**src/rtl/core/sspb_pkg.sv**
```systemverilog
// Shared types, constants and the digit segment table for the panel frame buffer.
// Depends on nothing; the controller, datapath and top level import it.
`default_nettype none

package sspb_pkg;

   localparam int unsigned FRAME_LEN      = 16;
   localparam int unsigned INDEX_W        = $clog2(FRAME_LEN);
   localparam int unsigned MODE_KEY_LIMIT = 12;

   localparam logic [15:0] BLANK_VALUE = 16'hFFFF;
   localparam logic [7:0]  SEG_POINT   = 8'h80;

   // Division reciprocals: 60 and 100 exact over the full 16-bit range, 10 below 1024.
   localparam int unsigned QUOT_W    = 11;
   localparam logic [16:0] RECIP_60  = 17'd34953;
   localparam int unsigned SHIFT_60  = 21;
   localparam logic [16:0] RECIP_100 = 17'd83887;
   localparam int unsigned SHIFT_100 = 23;
   localparam logic [7:0]  RECIP_10  = 8'd205;
   localparam int unsigned SHIFT_10  = 11;

   localparam int unsigned TEMP_BYTE  = 0;
   localparam int unsigned STEAM_BYTE = 3;
   localparam int unsigned TIME_BYTE  = 6;
   localparam int unsigned LED_BYTE   = 10;
   localparam int unsigned LED_BYTES  = 6;
   localparam logic [7:0]  LED_LAST   = 8'd48;

   typedef enum logic [3:0] {
      OP_TIME     = 4'd0,
      OP_TEMP     = 4'd1,
      OP_STEAM    = 4'd2,
      OP_LED      = 4'd3,
      OP_PROG_LED = 4'd4,
      OP_KEY_OFF  = 4'd5,
      OP_ALL_OFF  = 4'd6,
      OP_FAN_F    = 4'd7,
      OP_MODE     = 4'd8
   } opcode_type;

   typedef enum logic [2:0] {
      ST_IDLE,
      ST_DIVIDE,
      ST_REMAINDER,
      ST_DIGITS,
      ST_UPDATE,
      ST_EMIT
   } state_type;

   typedef struct packed {
      logic capture;
      logic divide;
      logic remainder;
      logic digits;
      logic update;
      logic load_out;
   } cmd_type;

   typedef struct packed {
      logic out_free;
      logic last_loaded;
   } status_type;

   typedef logic [FRAME_LEN-1:0][7:0] frame_type;

   function automatic logic [7:0] digit_of(input logic [QUOT_W-1:0] idx);
      logic [7:0] seg;
      case (idx)
         11'd0:   seg = 8'h3f;
         11'd1:   seg = 8'h06;
         11'd2:   seg = 8'h5b;
         11'd3:   seg = 8'h4f;
         11'd4:   seg = 8'h66;
         11'd5:   seg = 8'h6d;
         11'd6:   seg = 8'h7d;
         11'd7:   seg = 8'h07;
         11'd8:   seg = 8'h7f;
         11'd9:   seg = 8'h6f;
         11'd11:  seg = 8'h71;
         default: seg = 8'h00;
      endcase
      return seg;
   endfunction

endpackage

`default_nettype wire

```
**src/rtl/core/sspb_req_if.sv**
```systemverilog
// Command channel of the panel frame buffer: valid, ready and the command fields.
// Stands alone; used by the top level and its environment.
`default_nettype none

interface sspb_req_if;
   logic        valid;
   logic        ready;
   logic [3:0]  opcode;
   logic [15:0] value;
   logic [7:0]  item_number;
   logic        on_off;
   logic [2:0]  f_index;
   logic [2:0]  fan_index;

   modport source (output valid, opcode, value, item_number, on_off, f_index, fan_index,
                   input ready);
   modport sink (input valid, opcode, value, item_number, on_off, f_index, fan_index,
                 output ready);
endinterface

`default_nettype wire

```
**src/rtl/core/sspb_rsp_if.sv**
```systemverilog
// Frame byte channel of the panel frame buffer: valid, ready and one frame byte.
// Stands alone; used by the top level and its environment.
`default_nettype none

interface sspb_rsp_if;
   logic       valid;
   logic       ready;
   logic [3:0] byte_index;
   logic [7:0] byte_value;
   logic       last;

   modport source (output valid, byte_index, byte_value, last, input ready);
   modport sink (input valid, byte_index, byte_value, last, output ready);
endinterface

`default_nettype wire

```
**src/rtl/core/sspb_controller.sv**
```systemverilog
// Sequencing state machine of the panel frame buffer.
// Depends on sspb_pkg for the state, command and status types.
`default_nettype none

module sspb_controller (
   input  logic                  clock,
   input  logic                  reset,
   input  logic                  in_valid,
   output logic                  in_ready,
   input  sspb_pkg::status_type  status,
   output sspb_pkg::cmd_type     cmd
);
   import sspb_pkg::*;

   state_type state_ff;
   state_type state_in;

   always_ff @(posedge clock) begin
      if (reset) begin
         state_ff <= ST_IDLE;
      end else begin
         state_ff <= state_in;
      end
   end

   always_comb begin
      state_in = state_ff;
      case (state_ff)
         ST_IDLE: begin
            if (in_valid) state_in = ST_DIVIDE;
         end
         ST_DIVIDE:    state_in = ST_REMAINDER;
         ST_REMAINDER: state_in = ST_DIGITS;
         ST_DIGITS:    state_in = ST_UPDATE;
         ST_UPDATE:    state_in = ST_EMIT;
         ST_EMIT: begin
            if (status.last_loaded) state_in = ST_IDLE;
         end
         default:      state_in = ST_IDLE;
      endcase
   end

   always_comb begin
      cmd      = '0;
      in_ready = 1'b0;
      case (state_ff)
         ST_IDLE: begin
            in_ready    = 1'b1;
            cmd.capture = in_valid;
         end
         ST_DIVIDE:    cmd.divide    = 1'b1;
         ST_REMAINDER: cmd.remainder = 1'b1;
         ST_DIGITS:    cmd.digits    = 1'b1;
         ST_UPDATE:    cmd.update    = 1'b1;
         ST_EMIT:      cmd.load_out  = status.out_free;
         default: begin
            in_ready = 1'b0;
         end
      endcase
   end

   a_accept_starts: assert property (@(posedge clock) disable iff (reset)
      (in_valid && in_ready) |=> state_ff == ST_DIVIDE)
      else $error("accepted command did not start the arithmetic sequence");

   a_last_ends: assert property (@(posedge clock) disable iff (reset)
      (state_ff == ST_EMIT && status.last_loaded) |=> in_ready)
      else $error("controller did not return to idle after the last frame byte");

   a_no_emit_idle: assert property (@(posedge clock) disable iff (reset)
      in_ready |-> !cmd.load_out && !cmd.update)
      else $error("frame activity while the command channel is open");

endmodule

`default_nettype wire

```
**src/rtl/core/sspb_datapath.sv**
```systemverilog
// Datapath of the panel frame buffer: command registers, reciprocal dividers,
// frame register file and the output register. Depends on sspb_pkg.
`default_nettype none

module sspb_datapath (
   input  logic                  clock,
   input  logic                  reset,
   input  sspb_pkg::cmd_type     cmd,
   output sspb_pkg::status_type  status,
   input  logic [3:0]            opcode,
   input  logic [15:0]           value,
   input  logic [7:0]            item_number,
   input  logic                  on_off,
   input  logic [2:0]            f_index,
   input  logic [2:0]            fan_index,
   input  logic                  rsp_ready,
   output logic                  rsp_valid,
   output logic [3:0]            byte_index,
   output logic [7:0]            byte_value,
   output logic                  last
);
   import sspb_pkg::*;

   opcode_type          opcode_ff;
   logic [15:0]         value_ff;
   logic [7:0]          item_ff;
   logic                on_ff;
   logic [2:0]          f_ff;
   logic [2:0]          fan_ff;

   logic [QUOT_W-1:0]   quot_ff, quot_in;
   logic [6:0]          rem_ff, rem_in;
   logic [6:0]          adiv_ff, adiv_in;
   logic [3:0]          amod_ff, amod_in;
   logic [3:0]          bdiv_ff, bdiv_in;
   logic [3:0]          bmod_ff, bmod_in;

   frame_type           frame_ff, frame_in;
   logic [INDEX_W-1:0]  cnt_ff, cnt_in;
   logic                valid_ff, valid_in;
   logic [INDEX_W-1:0]  index_ff;
   logic [7:0]          data_ff;
   logic                last_ff;

   logic                is_time;
   logic [32:0]         quot_prod;
   logic [15:0]         rem_full;
   logic [QUOT_W-1:0]   a_src;
   logic [18:0]         a_prod;
   logic [14:0]         b_prod;
   logic [QUOT_W-1:0]   a_times10;
   logic [6:0]          b_times10;
   logic [6:0]          min_tens;
   logic [7:0]          led_n;
   logic [7:0]          mode_k;
   logic                cnt_last;

   assign is_time = (opcode_ff == OP_TIME);

   // Quotient by 60 for time, by 100 for the other fields.
   always_comb begin
      if (is_time) begin
         quot_prod = 33'(value_ff) * 33'(RECIP_60);
         quot_in   = QUOT_W'(quot_prod >> SHIFT_60);
      end else begin
         quot_prod = 33'(value_ff) * 33'(RECIP_100);
         quot_in   = QUOT_W'(quot_prod >> SHIFT_100);
      end
   end

   assign rem_full = is_time ? (value_ff - 16'(quot_ff) * 16'd60)
                             : (value_ff - 16'(quot_ff) * 16'd100);
   assign rem_in   = rem_full[6:0];

   // Minutes are taken modulo 256 before the decimal split.
   assign a_src     = is_time ? QUOT_W'(quot_ff[7:0]) : quot_ff;
   assign a_prod    = 19'(a_src) * 19'(RECIP_10);
   assign adiv_in   = 7'(a_prod >> SHIFT_10);
   assign a_times10 = QUOT_W'(adiv_in) * QUOT_W'(10);
   assign amod_in   = 4'(a_src - a_times10);
   assign b_prod    = 15'(rem_ff) * 15'(RECIP_10);
   assign bdiv_in   = 4'(b_prod >> SHIFT_10);
   assign b_times10 = 7'(bdiv_in) * 7'd10;
   assign bmod_in   = 4'(rem_ff - b_times10);

   always_comb begin
      if (adiv_ff >= 7'd20) begin
         min_tens = adiv_ff - 7'd20;
      end else if (adiv_ff >= 7'd10) begin
         min_tens = adiv_ff - 7'd10;
      end else begin
         min_tens = adiv_ff;
      end
   end

   assign led_n  = item_ff - 8'd1;
   assign mode_k = item_ff - 8'd1;

   always_comb begin
      frame_in = frame_ff;
      if (cmd.update) begin
         case (opcode_ff)
            OP_TIME: begin
               if (value_ff == BLANK_VALUE) begin
                  for (int i = 0; i < 4; i++) frame_in[TIME_BYTE + i] = '0;
               end else begin
                  frame_in[TIME_BYTE]     = digit_of(QUOT_W'(min_tens));
                  frame_in[TIME_BYTE + 1] = digit_of(QUOT_W'(amod_ff)) | SEG_POINT;
                  frame_in[TIME_BYTE + 2] = digit_of(QUOT_W'(bdiv_ff));
                  frame_in[TIME_BYTE + 3] = digit_of(QUOT_W'(bmod_ff));
               end
            end
            OP_TEMP: begin
               if (value_ff == BLANK_VALUE) begin
                  for (int i = 0; i < 3; i++) frame_in[TEMP_BYTE + i] = '0;
               end else begin
                  frame_in[TEMP_BYTE]     = digit_of(quot_ff);
                  frame_in[TEMP_BYTE + 1] = digit_of(QUOT_W'(bdiv_ff));
                  frame_in[TEMP_BYTE + 2] = digit_of(QUOT_W'(bmod_ff));
               end
            end
            OP_STEAM: begin
               if (value_ff == BLANK_VALUE) begin
                  for (int i = 0; i < 3; i++) frame_in[STEAM_BYTE + i] = '0;
               end else begin
                  frame_in[STEAM_BYTE]     = digit_of(QUOT_W'(amod_ff));
                  frame_in[STEAM_BYTE + 1] = digit_of(QUOT_W'(bdiv_ff));
                  frame_in[STEAM_BYTE + 2] = digit_of(QUOT_W'(bmod_ff));
               end
            end
            OP_LED: begin
               if (item_ff != 8'd0 && item_ff <= LED_LAST) begin
                  for (int j = 0; j < LED_BYTES; j++) begin
                     if (led_n[5:3] == 3'(j)) begin
                        frame_in[LED_BYTE + j][led_n[2:0]] = on_ff;
                     end
                  end
               end
            end
            OP_PROG_LED: begin
               frame_in[LED_BYTE]          = on_ff ? 8'hFF : 8'h00;
               frame_in[LED_BYTE + 1][3:0] = on_ff ? 4'hF : 4'h0;
            end
            OP_KEY_OFF: begin
               frame_in[LED_BYTE]          = '0;
               frame_in[LED_BYTE + 1]      = '0;
               frame_in[LED_BYTE + 2]      = '0;
               frame_in[LED_BYTE + 3][2:0] = '0;
            end
            OP_ALL_OFF: begin
               frame_in = '0;
            end
            OP_FAN_F: begin
               frame_in[LED_BYTE + 3][7:4] = (fan_ff[2] == 1'b0) ? (4'd1 << fan_ff[1:0]) : 4'd0;
               frame_in[LED_BYTE + 4][4:0] = '0;
               frame_in[LED_BYTE + 4]      = frame_in[LED_BYTE + 4] | (8'd1 << f_ff);
            end
            OP_MODE: begin
               if (item_ff != 8'd0 && item_ff <= 8'(MODE_KEY_LIMIT)) begin
                  if (mode_k[3] == 1'b0) begin
                     frame_in[LED_BYTE]     = 8'd1 << mode_k[2:0];
                     frame_in[LED_BYTE + 1] = '0;
                  end else begin
                     frame_in[LED_BYTE + 1] = 8'd1 << mode_k[2:0];
                     frame_in[LED_BYTE]     = '0;
                  end
               end
            end
            default: begin
               frame_in = frame_ff;
            end
         endcase
      end
   end

   assign cnt_last = (cnt_ff == INDEX_W'(FRAME_LEN - 1));
   assign cnt_in   = cmd.load_out ? cnt_ff + INDEX_W'(1) : cnt_ff;
   assign valid_in = cmd.load_out ? 1'b1 : (rsp_ready ? 1'b0 : valid_ff);

   assign status.out_free    = !valid_ff || rsp_ready;
   assign status.last_loaded = cmd.load_out && cnt_last;

   always_ff @(posedge clock) begin
      if (reset) begin
         frame_ff <= '0;
         cnt_ff   <= '0;
         valid_ff <= 1'b0;
      end else begin
         frame_ff <= frame_in;
         cnt_ff   <= cnt_in;
         valid_ff <= valid_in;
      end
   end

   always_ff @(posedge clock) begin
      if (cmd.capture) begin
         opcode_ff <= opcode_type'(opcode);
         value_ff  <= value;
         item_ff   <= item_number;
         on_ff     <= on_off;
         f_ff      <= f_index;
         fan_ff    <= fan_index;
      end
      if (cmd.divide) begin
         quot_ff <= quot_in;
      end
      if (cmd.remainder) begin
         rem_ff <= rem_in;
      end
      if (cmd.digits) begin
         adiv_ff <= adiv_in;
         amod_ff <= amod_in;
         bdiv_ff <= bdiv_in;
         bmod_ff <= bmod_in;
      end
      if (cmd.load_out) begin
         index_ff <= cnt_ff;
         data_ff  <= frame_ff[cnt_ff];
         last_ff  <= cnt_last;
      end
   end

   assign rsp_valid  = valid_ff;
   assign byte_index = index_ff;
   assign byte_value = data_ff;
   assign last       = last_ff;

   a_load_shows: assert property (@(posedge clock) disable iff (reset)
      cmd.load_out |=> valid_ff && index_ff == $past(cnt_ff))
      else $error("loaded frame byte is not presented");

   a_last_tag: assert property (@(posedge clock) disable iff (reset)
      valid_ff |-> (last_ff == (index_ff == INDEX_W'(FRAME_LEN - 1))))
      else $error("last flag does not match the frame position");

   a_frame_quiet: assert property (@(posedge clock) disable iff (reset)
      cmd.load_out |-> !cmd.update && status.out_free)
      else $error("frame changed or output overwritten during emission");

endmodule

`default_nettype wire

```
**src/rtl/core/seven_segment_panel_buffer.sv**
```systemverilog
// Top level of the seven-segment panel frame buffer.
// Depends on sspb_pkg, sspb_req_if, sspb_rsp_if, sspb_controller and sspb_datapath.
`default_nettype none

// Each accepted command updates a sixteen-byte display frame and then sends all
// sixteen bytes, index 0 first, with last set on byte 15. After a transfer on
// the command channel the block works in turn through a reciprocal multiply for
// the quotient by 60 or 100, the remainder, the decimal digit split and the frame
// write, and then loads one frame byte per cycle into a single output register
// while the byte channel is ready. The command channel opens again as soon as
// byte 15 sits in the output register, so the next command overlaps the last
// byte transfer. The frame is all zeros after reset.
module seven_segment_panel_buffer (
   input  logic        clock,
   input  logic        reset,
   sspb_req_if.sink    req_chan,
   sspb_rsp_if.source  rsp_chan
);
   import sspb_pkg::*;

   cmd_type    cmd;
   status_type status;
   logic       ctrl_ready;

   sspb_controller u_controller (
      .clock    (clock),
      .reset    (reset),
      .in_valid (req_chan.valid),
      .in_ready (ctrl_ready),
      .status   (status),
      .cmd      (cmd)
   );

   sspb_datapath u_datapath (
      .clock       (clock),
      .reset       (reset),
      .cmd         (cmd),
      .status      (status),
      .opcode      (req_chan.opcode),
      .value       (req_chan.value),
      .item_number (req_chan.item_number),
      .on_off      (req_chan.on_off),
      .f_index     (req_chan.f_index),
      .fan_index   (req_chan.fan_index),
      .rsp_ready   (rsp_chan.ready),
      .rsp_valid   (rsp_chan.valid),
      .byte_index  (rsp_chan.byte_index),
      .byte_value  (rsp_chan.byte_value),
      .last        (rsp_chan.last)
   );

   assign req_chan.ready = ctrl_ready;

endmodule

`default_nettype wire
```
**src/flat_wrapper.sv**
```systemverilog
// flat-port wrapper written by rule: the top's interface ports become plain ports
module seven_segment_panel_buffer_flat import sspb_pkg::*;
  (clock, reset, req_chan_valid, req_chan_opcode, req_chan_value, req_chan_item_number, req_chan_on_off, req_chan_f_index, req_chan_fan_index, req_chan_ready, rsp_chan_valid, rsp_chan_byte_index, rsp_chan_byte_value, rsp_chan_last, rsp_chan_ready);
  sspb_req_if req_chan_i ();
  sspb_rsp_if rsp_chan_i ();
  input  logic clock;
  input  logic reset;
  input wire logic [$bits(req_chan_i.valid)-1:0] req_chan_valid;
  input wire logic [$bits(req_chan_i.opcode)-1:0] req_chan_opcode;
  input wire logic [$bits(req_chan_i.value)-1:0] req_chan_value;
  input wire logic [$bits(req_chan_i.item_number)-1:0] req_chan_item_number;
  input wire logic [$bits(req_chan_i.on_off)-1:0] req_chan_on_off;
  input wire logic [$bits(req_chan_i.f_index)-1:0] req_chan_f_index;
  input wire logic [$bits(req_chan_i.fan_index)-1:0] req_chan_fan_index;
  output wire logic [$bits(req_chan_i.ready)-1:0] req_chan_ready;
  output wire logic [$bits(rsp_chan_i.valid)-1:0] rsp_chan_valid;
  output wire logic [$bits(rsp_chan_i.byte_index)-1:0] rsp_chan_byte_index;
  output wire logic [$bits(rsp_chan_i.byte_value)-1:0] rsp_chan_byte_value;
  output wire logic [$bits(rsp_chan_i.last)-1:0] rsp_chan_last;
  input wire logic [$bits(rsp_chan_i.ready)-1:0] rsp_chan_ready;
  assign req_chan_i.valid = req_chan_valid;
  assign req_chan_i.opcode = req_chan_opcode;
  assign req_chan_i.value = req_chan_value;
  assign req_chan_i.item_number = req_chan_item_number;
  assign req_chan_i.on_off = req_chan_on_off;
  assign req_chan_i.f_index = req_chan_f_index;
  assign req_chan_i.fan_index = req_chan_fan_index;
  assign req_chan_ready = req_chan_i.ready;
  assign rsp_chan_valid = rsp_chan_i.valid;
  assign rsp_chan_byte_index = rsp_chan_i.byte_index;
  assign rsp_chan_byte_value = rsp_chan_i.byte_value;
  assign rsp_chan_last = rsp_chan_i.last;
  assign rsp_chan_i.ready = rsp_chan_ready;
  seven_segment_panel_buffer u_core (.clock(clock), .reset(reset), .req_chan(req_chan_i), .rsp_chan(rsp_chan_i));
endmodule
```
**config.mk**
```make
export PLATFORM = sky130hd
export DESIGN_NAME = seven_segment_panel_buffer_flat
export DESIGN_NICKNAME = d
export VERILOG_FILES = /design/src/rtl/core/sspb_pkg.sv /design/src/rtl/core/sspb_req_if.sv /design/src/rtl/core/sspb_rsp_if.sv /design/src/rtl/core/sspb_controller.sv /design/src/rtl/core/sspb_datapath.sv /design/src/rtl/core/seven_segment_panel_buffer.sv /design/src/flat_wrapper.sv
export SDC_FILE = /design/constraint.sdc
export NUM_CORES = 1
export LEC_CHECK = 0
export ABC_AREA = 1
export BUFFER_PORTS_ARGS = -buffer_cell sky130_fd_sc_hd__buf_2
export CORE_MARGIN = 4
export CORE_UTILIZATION = 60
export CTS_BUF_LIST = sky130_fd_sc_hd__clkbuf_4
export DETAILED_ROUTE_END_ITERATION = 12
export PLACE_DENSITY = 0.79
export SLEW_MARGIN = 20
export SYNTH_ARGS = -nofsm -noshare
export SYNTH_HDL_FRONTEND = slang
export SYNTH_SLANG_ARGS = --single-unit
```
**constraint.sdc**
```tcl
create_clock -name clock -period 11.1 [get_ports clock]
set_input_delay 3.33 -clock clock [delete_from_list [all_inputs] [get_ports clock]]
set_output_delay 3.33 -clock clock [all_outputs]
set_load 0.1 [all_outputs]
```
Word-level counts from Yosys, hierarchy flattened
Memory sizes are Yosys's and may differ from the RTL's. A register that Yosys moved wholly into a read port is not among the register bits. Index checks and enable logic that the tools add are counted.

Bits in registers: 221. Memory bits (read-only): 1120. Input port bits: 39. Output and inout port bits: 15. Word-level logic and storage cells: 202. Memories kept: 10.

Memories: (no name shown) (depth 16, bits a word 7, rd ports 1, clocked after Yosys merged registers in 0, wr ports 0, RTL line sspb_pkg.sv:69) `case (idx)`; (no name shown) (depth 16, bits a word 7, rd ports 1, clocked after Yosys merged registers in 1, wr ports 0, RTL line sspb_pkg.sv:69); (no name shown) (depth 16, bits a word 7, rd ports 1, clocked after Yosys merged registers in 1, wr ports 0, RTL line sspb_pkg.sv:69); (no name shown) (depth 16, bits a word 7, rd ports 1, clocked after Yosys merged registers in 1, wr ports 0, RTL line sspb_pkg.sv:69); (no name shown) (depth 16, bits a word 7, rd ports 1, clocked after Yosys merged registers in 1, wr ports 0, RTL line sspb_pkg.sv:69); (no name shown) (depth 16, bits a word 7, rd ports 1, clocked after Yosys merged registers in 1, wr ports 0, RTL line sspb_pkg.sv:69); +4 memories.

Add/sub/neg operators: 8. Multipliers: 8. $lt $le $gt $ge: 7. Eq/ne operators: 30. Shift-type cells: 3. Mux-type cells: 62. Bitwise gates (word level): 1. Reductions and logical operators: 35.

Operators by type and width (number): case mux 24 bit (2 select lines) (2); two-way mux 8 bit (10); case mux 32 bit (2 select lines) (1); bitwise mux 8 bit (6); two-way mux 24 bit (2); two-way mux 48 bit (1); case mux 12 bit (4 select lines) (1); two-way mux 4 bit (11); case mux 12 bit (3 select lines) (1); multiplier 16 x 17 -> 33 bit (second input constant) (1); binary-select mux 8 bit (select 4 bit) (1); multiplier 16 x 16 -> 32 bit (second input constant) (1); two-way mux 16 bit (2); two-way mux 32 bit (1); AND reduction 4 bit (6); case mux 11 bit (2 select lines) (1); two-way mux 7 bit (3); multiplier 11 x 8 -> 18 bit (second input constant) (1); != test 2 bit (second input constant) (9); case mux 3 bit (6 select lines) (1); equality test 16 bit (second input constant) (1); equality test 4 x 3 -> 1 bit (second input constant) (4); case mux 8 bit (2 select lines) (1); << shifter 1 x 3 -> 8 bit (first input constant) (2); other kinds (47) (84).

Depth between registers and ports, before layout
Depth in word-level cells: 9. Depth in mapped cells: 32. Mapped depth without buffers: 32.

Hierarchy
Synthesis repeated with hierarchy kept, for this count alone.

Cell total of the unflattened synthesis: 2849. Area, all modules: 22660.5 µm².

By module, submodules not included: sspb_datapath (instances 1, cells each 2819, area each 22475.3 µm², sequential area each 5595.4 µm²); sspb_controller (instances 1, cells each 30, area each 185.2 µm², sequential area each 60.1 µm²).

Least setup slack after synthesis
No wires, ideal clock.

Path type: input-to-reg. Start: input port req_chan_valid. End: register u_core.u_datapath.f_ff[0] (enable). Library setup time: 0.471 ns. Data arrival time: 5.789 ns. Required time: 10.629 ns. Path slack: 4.840 ns. Cell stages on the path: 2. Path buffers: 0. Cells stage by stage: inv_1 nor3_1.

RTL lines: from (decl) (RTL line flat_wrapper.sv:8) `input wire logic [$bits(req_chan_i.valid)-1:0] req_chan_valid;`; to (signal assigned) (RTL line sspb_datapath.sv:201) `f_ff <= f_index;`; to (decl) (RTL line sspb_datapath.sv:28) `logic [2:0] f_ff;`.

==> run metrics <==
DP Worst Slack=about 4.5 ns; Port Buffers=53; cts repair resizes=0; GRT Util Overall=between 20% and 30%; FF-to-FF Start=u_core.u_datapath.value_ff[14]; Layout area overhead=7.067%; clk sinks=240; number of CTS-inserted buffers=66; Worst Path Max Fanout=9; WP buf/inv=5; die area=40,640 sq um; die width=roughly 200 um; Setup CP Type=reg -> reg; Final Core Density=65.45%; Slew Limit Fails=0; CTS tree=yes; gpl congestion=roughly 0.97; Max-cap violations=0; dominant cells by area after synthesis=ha_1, dfxtp_1, fa_1, edfxtp_1, nand2_1; FF+latch count, synth=240; Die H=201.6 um; Largest stage delay, worst path=0.61 ns; number of global-route vias before repair=19,174; commonest cells in the netlist=nand2_1, inv_1, ha_1; worst-case clock buffer depth=3; Crit path top cell by count=fa_1; required time worst endpoint=11.70 ns; Synth Instances=2,813; setup_tns=0 ns; final setup vio count=0; initial antenna violation count=2; DRC Markers=0; Routed Antenna Nets=0; largest net degree at the start of global routing=between 60 and 70; Max Clk Rate=153.0 MHz; Worst Hold Launch=u_core.u_datapath.frame_ff[93]; hold buffer count at CTS=0; WL per Instance=16.58 um; worst endpoint data arrival time=7.14 ns; R2R depth=25; CP Capture Type=flip-flop; final hold vios=0; RSZ-0062 raised after global routing=false; Placeable Area=36,790 sq um; Worst Tran Pin Value=1.137 ns; DR iter-0 viols=approximately 1,400; sequential share of the synthesized area=25.15%; DP Wirelength=44,900 um; share of cells above drive strength 1=7.805%; period utilization=approximately 59%; Placed Cells=between 3,000 and 4,000; setup slack after layout=4.563 ns; Initial Util=61.13%; gr ovfl total=0; Slew HR=24.10%; CTS H-Tree Depth=3; mean area per synthesized cell=between 7 and 8 sq um; most frequent cell after synthesis=nand2_1; skew final=0.05460 ns; CTS Root Cell=clkbuf_4; Worst Hold Class=reg -> reg; Yosys cell types=53; EDFF count, synth=85; post-synth top area cell=ha_1; slowest library cell on the worst path=edfxtp_1; Primary FF master, synth=dfxtp_1; Setup crit start kind=flip-flop; final net count=3,435; Post-Syn Area=22,490 sq um; post-layout min period=6.537 ns; first-pass GRT wire length=94,070 um; Final Non-Filler Cells=approximately 3,400; syn nets=3,365; Routed WL=roughly 56,000 um; Site Rows=70; clock latency on the worst-skew pair=~0.74 ns; Syn. warnings=0; hold depth=2; DRT Pass-1 Iters=6; Synth top area share=between 20% and 30%; status=complete, no violations; Clk pin slew, worst setup/hold paths=around 0.060 ns; top cell family by delay on the critical path=adder cells; postcts setup bufs=0; Reg2Reg Setup Slack=4.56 ns; ys async rst share=0%; hold endpoint=u_core.u_datapath.frame_ff[93]; via count=19,110; number of I/O pins=54; vias per inst=5.614
## layer usage
layer | vias to the layer above | share of wire, % | track usage (%)
met3 | 166 | 4.9 | 4.206
met1 | 8939 | 43 | 35.52
li1 | 9423 | - | -
met5 | - | 0.023 | 0
met2 | 580 | 48 | 47.56
met4 | 2 | 4.3 | 11.96
## worst max-delay path by stage
| stage | start | to | slack [ns] | depth (start not counted) |
|---|---|---|---|---|
| 3_5_place_dp | u_core.u_datapath.value_ff[14] | flip-flop | 4.54 | 25 |
| 5_1_grt | u_core.u_datapath.value_ff[14] | flip-flop | 4.02 | 26 |
| 3_3_place_gp | u_core.u_datapath.value_ff[14] | flip-flop | 4.70 | 25 |
| 2_1_floorplan | req_chan_valid | u_core.u_datapath.f_ff[0] | 4.84 | 2 |
| 6_report | u_core.u_datapath.value_ff[14] | flip-flop | 4.56 | 25 |
| 4_1_cts | u_core.u_datapath.value_ff[14] | flip-flop | 4.52 | 25 |
## worst register-to-register path, delay by kind of cell (launching register included)
| family | cells | cell delay, ns |
|---|---|---|
| buffers and inverters | 5 | 0.55 |
| and+or+nand+nor | 12 | 1.40 |
| DFF | 1 | 0.61 |
| adders and majority gates | 8 | 3.89 |
## final cells by class
cell class | instances | area (sq um)
Fill cell | 3195 | 12710
Multi-Input combinational cell | 2043 | 14850
Tap cell | 468 | 585.6
Timing Repair Buffer | 63 | 344.1
Clock buffer | 96 | 720.7
Antenna cell | 2 | 5.005
Clock inverter | 23 | 156.4
Inverter | 469 | 1760
Sequential cell | 240 | 5657
## logic make-up after synthesis
kind of cell / synth area share [%]
AND/OR/NAND/NOR: 18.48
flip-flops: 25.15
XOR/XNOR: 1.280
adder cells (fa/ha/maj): 33.55
AO/OA/AOI/OAI: 12.62
buffers and inverters: 8.914
## through the flow
step | hold WS, ns | area [sq um]
4_1_cts | 0.4567 | 24060
6_report | 0.4517 | 24070
3_3_place_gp | 0.4429 | 23180
3_5_place_dp | 0.4430 | 23180
2_1_floorplan | 0.4064 | 22490
5_1_grt | 0.4739 | 24070
## placed cells by master (no fill, tap or decap), drive strengths merged, types with 3 or more instances in the layout
cell      n
clkbuf   96
nand2   543
nand4    20
xnor2    13
fa      150
dfxtp   155
nor2    187
and2      4
o21a      6
or2      19
o21bai   10
nand3   152
inv     469
a21o      6
o211ai    9
nand3b   10
o32ai     3
xor2     19
o221ai   10
edfxtp   85
nor3     33
a21oi   217
ha      363
o21ai   228
o22ai    23
nor4      3
buf      63
a31oi     6
clkinv   19
nor3b     3
Power is left out: the tool's default activity adds up to more than one toggle a clock period on the data nets, which glitch-free logic cannot reach.
